**src/hw/rtl/ppm_pkg.sv**
```systemverilog
// Package: constants, register indexes and controller/datapath link types.
`timescale 1ns / 1ps
package ppm_pkg;

   localparam int CHANNELS  = 8;
   localparam int NSLOTS    = CHANNELS + 1;
   localparam int SLOT_W    = $clog2(NSLOTS);
   localparam int CH_W      = (CHANNELS > 1) ? $clog2(CHANNELS) : 1;

   localparam int GAP_W     = 16;
   localparam int STAMP_W   = 32;
   localparam int RES_W     = 17;
   localparam int CSR_IDX_W = 2;
   localparam int CSR_DAT_W = 17;
   localparam int LIM_W     = 17;
   localparam int PROD_W    = 2 * GAP_W;
   localparam int DIV_CNT_W = $clog2(PROD_W);

   // floor(v/100) == (v * RECIP_100) >> RECIP_SHIFT for any 16-bit v
   localparam logic [16:0] RECIP_100   = 17'd83887;
   localparam int          RECIP_SHIFT = 23;
   localparam int          RECIP_PROD_W = 33;

   localparam logic [CSR_IDX_W-1:0] CSR_SYNC_TICKS = 2'd0;
   localparam logic [CSR_IDX_W-1:0] CSR_FULL_SCALE = 2'd1;
   localparam logic [CSR_IDX_W-1:0] CSR_RESOLUTION = 2'd2;

   localparam logic [GAP_W-1:0] SYNC_RESET = 16'd6000;
   localparam logic [GAP_W-1:0] FULL_RESET = 16'd4000;
   localparam logic [RES_W-1:0] RES_RESET  = 17'd1024;

   typedef struct packed {
      logic            edge_wr;
      logic            lim_mul;
      logic            lim_add;
      logic            load;
      logic            mul;
      logic            div_step;
      logic            fin;
      logic [CH_W-1:0] ch;
   } cmd_type;

   typedef struct packed {
      logic div_done;
   } status_type;

endpackage

```
**src/hw/rtl/ppm_ctrl.sv**
```systemverilog
// Controller: sequences edge updates and the per-channel refresh walk.
`timescale 1ns / 1ps
module ppm_ctrl (
   input  logic                clock,
   input  logic                reset,
   input  logic                req_valid,
   input  logic                req_kind,
   input  logic                req_edge_rising,
   output logic                req_ready,
   output logic                rsp_valid,
   input  logic                rsp_ready,
   output ppm_pkg::cmd_type    cmd,
   input  ppm_pkg::status_type status
);
   import ppm_pkg::*;

   typedef enum logic [2:0] {
      S_IDLE,
      S_LIM_MUL,
      S_LIM_ADD,
      S_LOAD,
      S_MUL,
      S_DIV,
      S_FIN,
      S_OUT
   } state_type;

   state_type       state_ff, state_in;
   logic [CH_W-1:0] ch_ff, ch_in;
   logic            rsp_valid_ff, rsp_valid_in;
   logic            ch_last;

   assign ch_last = (ch_ff == CH_W'(CHANNELS - 1));

   always_comb begin
      state_in     = state_ff;
      ch_in        = ch_ff;
      rsp_valid_in = rsp_valid_ff;
      unique case (state_ff)
         S_IDLE: begin
            if (req_valid && req_kind) begin
               state_in = S_LIM_MUL;
               ch_in    = '0;
            end
         end
         S_LIM_MUL: state_in = S_LIM_ADD;
         S_LIM_ADD: state_in = S_LOAD;
         S_LOAD:    state_in = S_MUL;
         S_MUL:     state_in = S_DIV;
         S_DIV: begin
            if (status.div_done) begin
               state_in = S_FIN;
            end
         end
         S_FIN: begin
            state_in     = S_OUT;
            rsp_valid_in = 1'b1;
         end
         S_OUT: begin
            if (rsp_ready) begin
               rsp_valid_in = 1'b0;
               if (ch_last) begin
                  state_in = S_IDLE;
               end else begin
                  state_in = S_LOAD;
                  ch_in    = ch_ff + CH_W'(1);
               end
            end
         end
         default: state_in = S_IDLE;
      endcase
   end

   always_ff @(posedge clock) begin
      if (reset) begin
         state_ff     <= S_IDLE;
         ch_ff        <= '0;
         rsp_valid_ff <= 1'b0;
      end else begin
         state_ff     <= state_in;
         ch_ff        <= ch_in;
         rsp_valid_ff <= rsp_valid_in;
      end
   end

   assign req_ready = (state_ff == S_IDLE);
   assign rsp_valid = rsp_valid_ff;

   always_comb begin
      cmd          = '0;
      cmd.ch       = ch_ff;
      cmd.edge_wr  = (state_ff == S_IDLE) && req_valid && !req_kind && req_edge_rising;
      cmd.lim_mul  = (state_ff == S_LIM_MUL);
      cmd.lim_add  = (state_ff == S_LIM_ADD);
      cmd.load     = (state_ff == S_LOAD);
      cmd.mul      = (state_ff == S_MUL);
      cmd.div_step = (state_ff == S_DIV);
      cmd.fin      = (state_ff == S_FIN);
   end

endmodule

```
**src/hw/rtl/ppm_datapath.sv**
```systemverilog
// Datapath: CSRs, gap store, limit calc, multiplier and serial divider.
`timescale 1ns / 1ps
module ppm_datapath (
   input  logic                              clock,
   input  logic                              reset,
   input  logic                              csr_valid,
   input  logic [ppm_pkg::CSR_IDX_W-1:0]     csr_index,
   input  logic [ppm_pkg::CSR_DAT_W-1:0]     csr_data,
   input  logic [ppm_pkg::STAMP_W-1:0]       req_stamp,
   input  ppm_pkg::cmd_type                  cmd,
   output ppm_pkg::status_type               status,
   output logic [ppm_pkg::GAP_W-1:0]         level,
   output logic                              in_range
);
   import ppm_pkg::*;

   logic [GAP_W-1:0]        sync_ff, sync_in;
   logic [GAP_W-1:0]        full_ff, full_in;
   logic [RES_W-1:0]        res_ff, res_in;
   logic [STAMP_W-1:0]      prev_ff, prev_in;
   logic [SLOT_W-1:0]       slot_ff, slot_in;
   logic [GAP_W-1:0]        raw_ff [NSLOTS];
   logic [RECIP_PROD_W-1:0] limprod_ff;
   logic [LIM_W-1:0]        limit_ff;
   logic                    ok_ff;
   logic [GAP_W-1:0]        x_ff;
   logic [GAP_W-2:0]        rem_ff;
   logic [PROD_W-1:0]       quo_ff;
   logic [DIV_CNT_W-1:0]    cnt_ff;
   logic [GAP_W-1:0]        level_ff;
   logic                    in_range_ff;

   logic [STAMP_W-1:0]      diff;
   logic [GAP_W-1:0]        gap;
   logic [GAP_W-2:0]        half;
   logic [RES_W-1:0]        res_m1;
   logic [GAP_W-1:0]        top;
   logic [GAP_W-1:0]        g;
   logic [9:0]              hundredths;
   logic [GAP_W-1:0]        trial;
   logic [GAP_W-1:0]        trial_sub;
   logic                    fits;
   logic [GAP_W-1:0]        level_in;

   assign half   = full_ff[GAP_W-1:1];
   assign res_m1 = res_ff - RES_W'(1);
   // Top level is res-1, saturated to 16 bits, zero when res is zero
   assign top    = (res_ff == '0) ? '0 :
                   (res_m1[RES_W-1] ? {GAP_W{1'b1}} : res_m1[GAP_W-1:0]);

   assign diff = req_stamp - prev_ff;
   assign gap  = diff[GAP_W-1:0];
   assign g    = raw_ff[SLOT_W'(cmd.ch)];

   assign hundredths = limprod_ff[RECIP_PROD_W-1:RECIP_SHIFT];

   assign trial     = {rem_ff, quo_ff[PROD_W-1]};
   assign trial_sub = trial - {1'b0, half};
   assign fits      = (trial >= {1'b0, half});

   always_comb begin
      sync_in = sync_ff;
      full_in = full_ff;
      res_in  = res_ff;
      if (csr_valid) begin
         unique case (csr_index)
            CSR_SYNC_TICKS: sync_in = csr_data[GAP_W-1:0];
            CSR_FULL_SCALE: full_in = csr_data[GAP_W-1:0];
            CSR_RESOLUTION: res_in  = csr_data[RES_W-1:0];
            default: ;
         endcase
      end
   end

   always_comb begin
      prev_in = prev_ff;
      slot_in = slot_ff;
      if (cmd.edge_wr) begin
         prev_in = req_stamp;
         if (gap > sync_ff || slot_ff == SLOT_W'(NSLOTS - 1)) begin
            slot_in = '0;
         end else begin
            slot_in = slot_ff + SLOT_W'(1);
         end
      end
   end

   always_comb begin
      if (!ok_ff) begin
         level_in = '0;
      end else if (half == '0) begin
         level_in = top;
      end else if (quo_ff[PROD_W-1:GAP_W] != '0 || quo_ff[GAP_W-1:0] > top) begin
         level_in = top;
      end else begin
         level_in = quo_ff[GAP_W-1:0];
      end
   end

   always_ff @(posedge clock) begin
      if (reset) begin
         sync_ff <= SYNC_RESET;
         full_ff <= FULL_RESET;
         res_ff  <= RES_RESET;
         prev_ff <= '0;
         slot_ff <= '0;
         for (int i = 0; i < NSLOTS; i++) begin
            raw_ff[i] <= '0;
         end
      end else begin
         sync_ff <= sync_in;
         full_ff <= full_in;
         res_ff  <= res_in;
         prev_ff <= prev_in;
         slot_ff <= slot_in;
         if (cmd.edge_wr) begin
            raw_ff[slot_ff] <= gap;
         end
      end
   end

   always_ff @(posedge clock) begin
      if (reset) begin
         cnt_ff <= '0;
      end else if (cmd.mul) begin
         cnt_ff <= '0;
      end else if (cmd.div_step) begin
         cnt_ff <= cnt_ff + DIV_CNT_W'(1);
      end
   end

   // Payload registers, no reset
   always_ff @(posedge clock) begin
      if (cmd.lim_mul) begin
         limprod_ff <= RECIP_PROD_W'(full_ff) * RECIP_PROD_W'(RECIP_100);
      end
      if (cmd.lim_add) begin
         limit_ff <= LIM_W'(full_ff) + LIM_W'({hundredths, 3'b000}) +
                     LIM_W'({hundredths, 1'b0});
      end
      if (cmd.load) begin
         ok_ff <= ({1'b0, g} <= limit_ff);
         x_ff  <= (g < {1'b0, half}) ? '0 : g - {1'b0, half};
      end
      if (cmd.mul) begin
         quo_ff <= PROD_W'(x_ff) * PROD_W'(top);
         rem_ff <= '0;
      end else if (cmd.div_step) begin
         quo_ff <= {quo_ff[PROD_W-2:0], fits};
         rem_ff <= fits ? trial_sub[GAP_W-2:0] : trial[GAP_W-2:0];
      end
      if (cmd.fin) begin
         level_ff    <= level_in;
         in_range_ff <= ok_ff;
      end
   end

   assign status.div_done = cmd.div_step && (cnt_ff == DIV_CNT_W'(PROD_W - 1));
   assign level    = level_ff;
   assign in_range = in_range_ff;

endmodule

```
**src/hw/rtl/ppm_frame_decoder.sv**
```systemverilog
// PPM frame decoder top level: ports, controller and datapath.
// Edge item: accepted while idle; the next item may follow right after.
// Refresh item: the range limit first (multiply, then add), then per channel
//   load, multiply, 32-step bit-serial divide, finish and present; the present
//   step holds until rsp_ready is high.
// One item at a time: req_ready is low while a refresh is in progress.
// Synchronous active-high reset restores register defaults and zeroes the gap store.
`timescale 1ns / 1ps
module ppm_frame_decoder (
   input  logic                          clock,
   input  logic                          reset,
   // configuration writes
   input  logic                          csr_valid,
   output logic                          csr_ready,
   input  logic [ppm_pkg::CSR_IDX_W-1:0] csr_index,
   input  logic [ppm_pkg::CSR_DAT_W-1:0] csr_data,
   // request items
   input  logic                          req_valid,
   output logic                          req_ready,
   input  logic                          req_kind,
   input  logic                          req_edge_rising,
   input  logic [ppm_pkg::STAMP_W-1:0]   req_stamp,
   // response items
   output logic                          rsp_valid,
   input  logic                          rsp_ready,
   output logic [4:0]                    rsp_channel,
   output logic [ppm_pkg::GAP_W-1:0]     rsp_level,
   output logic                          rsp_in_range,
   output logic                          rsp_last
);
   import ppm_pkg::*;

   cmd_type    cmd;
   status_type status;

   // Register writes are always taken; they land in the datapath directly.
   assign csr_ready = 1'b1;

   // Controller: owns the channel counter and the response valid flag.
   ppm_ctrl u_ctrl (
      .clock           (clock),
      .reset           (reset),
      .req_valid       (req_valid),
      .req_kind        (req_kind),
      .req_edge_rising (req_edge_rising),
      .req_ready       (req_ready),
      .rsp_valid       (rsp_valid),
      .rsp_ready       (rsp_ready),
      .cmd             (cmd),
      .status          (status)
   );

   // Datapath: gap capture on rising edges, scaling on refresh.
   ppm_datapath u_dp (
      .clock     (clock),
      .reset     (reset),
      .csr_valid (csr_valid),
      .csr_index (csr_index),
      .csr_data  (csr_data),
      .req_stamp (req_stamp),
      .cmd       (cmd),
      .status    (status),
      .level     (rsp_level),
      .in_range  (rsp_in_range)
   );

   // Channel numbers count from one; flag the final channel of the refresh.
   assign rsp_channel = 5'(cmd.ch) + 5'd1;
   assign rsp_last    = (cmd.ch == CH_W'(CHANNELS - 1));

endmodule

```
**config.mk**
```make
export PLATFORM = sky130hd
export DESIGN_NAME = ppm_frame_decoder
export DESIGN_NICKNAME = d
export VERILOG_FILES = /design/src/hw/rtl/ppm_pkg.sv /design/src/hw/rtl/ppm_ctrl.sv /design/src/hw/rtl/ppm_datapath.sv /design/src/hw/rtl/ppm_frame_decoder.sv
export SDC_FILE = /design/constraint.sdc
export NUM_CORES = 2
export LEC_CHECK = 0
export ABC_CLOCK_PERIOD_IN_PS = 12890
export BUFFER_PORTS_ARGS = -buffer_cell sky130_fd_sc_hd__buf_2
export CORE_MARGIN = 2
export CORE_UTILIZATION = 66
export CTS_BUF_LIST = sky130_fd_sc_hd__clkbuf_16
export DETAILED_ROUTE_END_ITERATION = 8
export HOLD_SLACK_MARGIN = 0.05
export PLACE_DENSITY = 0.82
export SYNTH_ARGS = -nofsm -noshare
export SYNTH_HDL_FRONTEND = slang
export SYNTH_SLANG_ARGS = --single-unit
```
**constraint.sdc**
```tcl
create_clock -name clock -period 12.89 [get_ports clock]
set_input_delay 1.289 -clock clock [delete_from_list [all_inputs] [get_ports clock]]
set_output_delay 1.289 -clock clock [all_outputs]
set_load 0.02 [all_outputs]
```
==> flow_metrics.env <==
export IMPL_syn_nets=3807
export IMPL_dp_hpwl_um=55720
export IMPL_grt_max_degree=72
export IMPL_synthTopCellsByCount="491 x inv_1, 378 x nand2_1, 361 x ha_1"
export IMPL_yosysWarningCount=0
export IMPL_hold_violations=0
export IMPL_ctsLongestPathBuffers=3
export IMPL_synth_most_common_cell="inv_1"
export IMPL_end_kind="flop"
export IMPL_syn_to_final_growth_pct=6.316
export IMPL_ctsResizeCount=0
export IMPL_rows=78
export IMPL_clockRootBuffer="clkbuf_16"
export IMPL_irDropWorstVdd_uv=448.0
export IMPL_dieArea_um2=47930
export IMPL_grt_remaining_overflow=0
export IMPL_p_per_area_nw_per_um2=265.2
export IMPL_drcViolationCount=0
export IMPL_wl_met2_um=35630
export IMPL_yosysTopAreaCell="edfxtp_1"
export IMPL_fin_crit_ps=8436
export IMPL_clock_sinks=320
export IMPL_grt_pass1_wl_um=117900
export IMPL_cts_buffers=36
export IMPL_synth_top_area_frac=0.2177
export IMPL_required_ps=13170
export IMPL_first_iter_violations=2009
export IMPL_synth_area_top_cells="edfxtp_1 22%, fa_1 20%, ha_1 15%"
export IMPL_antenna_left=0
export IMPL_crit_fanout=18
export IMPL_routed_wl_um=72980
export IMPL_fp_dieH_um=218.9
export IMPL_wl_met3_um=5960
export IMPL_cap_violations=0
export IMPL_clkLatencyLatePin_ps=580
export IMPL_relSlewSlack=0.1920
export IMPL_critPathLaunchType="flop"
export IMPL_htreeDepth=2
export IMPL_postCtsSetupBuffers=0
export IMPL_routed_top_layer="met4"
export IMPL_avgRoutedWirePerCell_um=19.59
export IMPL_synth_async_reset_ratio=0
export IMPL_fmax_mhz=118.5
export IMPL_fin_skew_ps=45.05
export IMPL_slew_viol_final=0
export IMPL_fp_dieW_um=218.9
export IMPL_cp_common_cell="fa_1"
export IMPL_synth_seq_cells=320
export IMPL_synth_avg_cell_area_um2=9.883
export IMPL_path_class="flop to flop"
export IMPL_grt_antenna_before_repair=0
export IMPL_total_power_mw=8.595
export IMPL_postCtsHoldBufs=0
export IMPL_cts_tree="built"
export IMPL_grt_usage=0.3136
export IMPL_hold_path_class="flop to flop"
export IMPL_finalNetCount=3820
export IMPL_cpMaxStageDelayCell="nor3_4"
export IMPL_diodes=0
export IMPL_initial_core_util=0.6704
export IMPL_port_buffers=65
export IMPL_synth_edf_count=221
export IMPL_gp_congestion=0.9299
export IMPL_synth_cell_types=89
export IMPL_clkTransAtPathRegs_ps=60
export IMPL_coreArea_um2=45480
export IMPL_timing_hold_ws_ps=454.2
export IMPL_tightest_slew_ps=1207
export IMPL_setup_viol=0
export IMPL_num_vias=22500
export IMPL_dr_pass1_iters=5
export IMPL_wl_met1_um=28250
export IMPL_synth_main_ff_cell="edfxtp_1"
export IMPL_vias_per_cell=6.038
export IMPL_status="finished clean"
export IMPL_synth_area_um2=30490
export IMPL_crit_arrival_ps=8720
export IMPL_rsz0062_at_grt="no"
export IMPL_slowest_delay_ps=560
export IMPL_seq_area_frac_synth=0.2827
export IMPL_io_pins=84
export IMPL_drive_gt1_frac=0.07678
export IMPL_p_leak_nw=15.15
export IMPL_tns_ps=0
export IMPL_netlist_instances=3085
export IMPL_post_route_period_util=0.6545
export IMPL_grt_pass1_vias=23540
-- cells by family after synthesis --
kind of cell	Yosys count	synth area share
muxes	72	0.03755
adders and majority gates	664	0.3471
xor gates and xnor gates	96	0.02782
buffers and inverters	597	0.07564
other	2	0.0002463
AOI/OAI and AO/OA	418	0.08951
and+or+nand+nor	916	0.1395
DFF	320	0.2827
-- final timing paths --
check | start | to | slack, ps | cells past startpoint
max | u_dp.res_ff[2] | u_dp.quo_ff[30] | 4450 | 28
min | u_dp.prev_ff[13] | u_dp.prev_ff[13] | 450 | 2
max reg2reg | u_dp.res_ff[2] | u_dp.quo_ff[30] | 4450 | 28
min reg2reg | u_dp.prev_ff[13] | u_dp.prev_ff[13] | 450 | 2
-- registers in the layout, summed over array words and instances, names as in the netlist, 17 cells and up, named ones only --
name and cells:
u_dp.quo_ff 32, u_dp.res_ff 17, u_dp.limit_ff 17, u_dp.raw_ff 128
-- power by group --
group	internal, mW	leakage (nW)	switching (mW)
Clock	0.581	0.598	0.456
Combinational	2.61	11.6	3.69
Sequential	1.20	2.98	0.0619
-- layer usage --
metal	vias to the layer above	track usage
met1	11090	0.3893
li1	10200	-
met5	-	0
met4	0	0.1225
met3	220	0.05516
met2	988	0.5462
-- worst max-delay path: cells and delay by family, from the launching register on --
| kind | cells | cell delay (ps) |
|---|---|---|
| DFF | 1 | 370 |
| and+or+nand+nor | 9 | 2350 |
| AOI/OAI and AO/OA | 7 | 1520 |
| xor gates and xnor gates | 1 | 240 |
| buffers and inverters | 4 | 190 |
| adders and majority gates | 7 | 3440 |
-- through the flow --
step / setup slack, ps / utilization / instances / area (um^2)
floorplan: 5670 / - / 3085 / 30490
global placement: 4733 / 0.6870 / 3660 / 31240
detailed placement: 4549 / 0.6870 / 3660 / 31240
CTS: 4472 / 0.7127 / 3726 / 32410
global route: 3927 / 0.7127 / 3726 / 32410
finish: 4454 / 0.7127 / 3726 / 32410
-- layout make-up --
type | instances | area (um^2)
clock buffers | 36 | 900.9
clock inverters | 30 | 269.0
fillers | 3171 | 13070
inverters | 492 | 1847
multi-input cells | 2168 | 19590
flip-flops and latches | 320 | 8620
well taps | 600 | 750.7
repair buffers | 80 | 437.9
-- cells in the final DEF (no fill, tap or decap), types with 7 or more instances in the layout --
cell / instances
inv_1: 497
nand2_1: 377
ha_1: 361
fa_1: 303
edfxtp_1: 221
nor2_1: 219
a21oi_1: 149
dfxtp_1: 98
and2_1: 90
o21ai_0: 84
buf_2: 65
nor2b_1: 58
xnor2_1: 55
a21o_1: 43
xor2_1: 40
nand3_1: 37
clkbuf_16: 36
mux4_2: 32
nor3_1: 26
mux2i_1: 21
o211ai_1: 21
nand2b_1: 20
mux2_2: 19
o21a_1: 18
nand4_1: 16
buf_4: 15
and3_1: 14
or3_1: 10
o21ai_1: 10
o21ai_2: 9
a211oi_1: 9
nor4_1: 8
clkinv_2: 8
o21bai_1: 7
(Power assumes the default switching activity.)
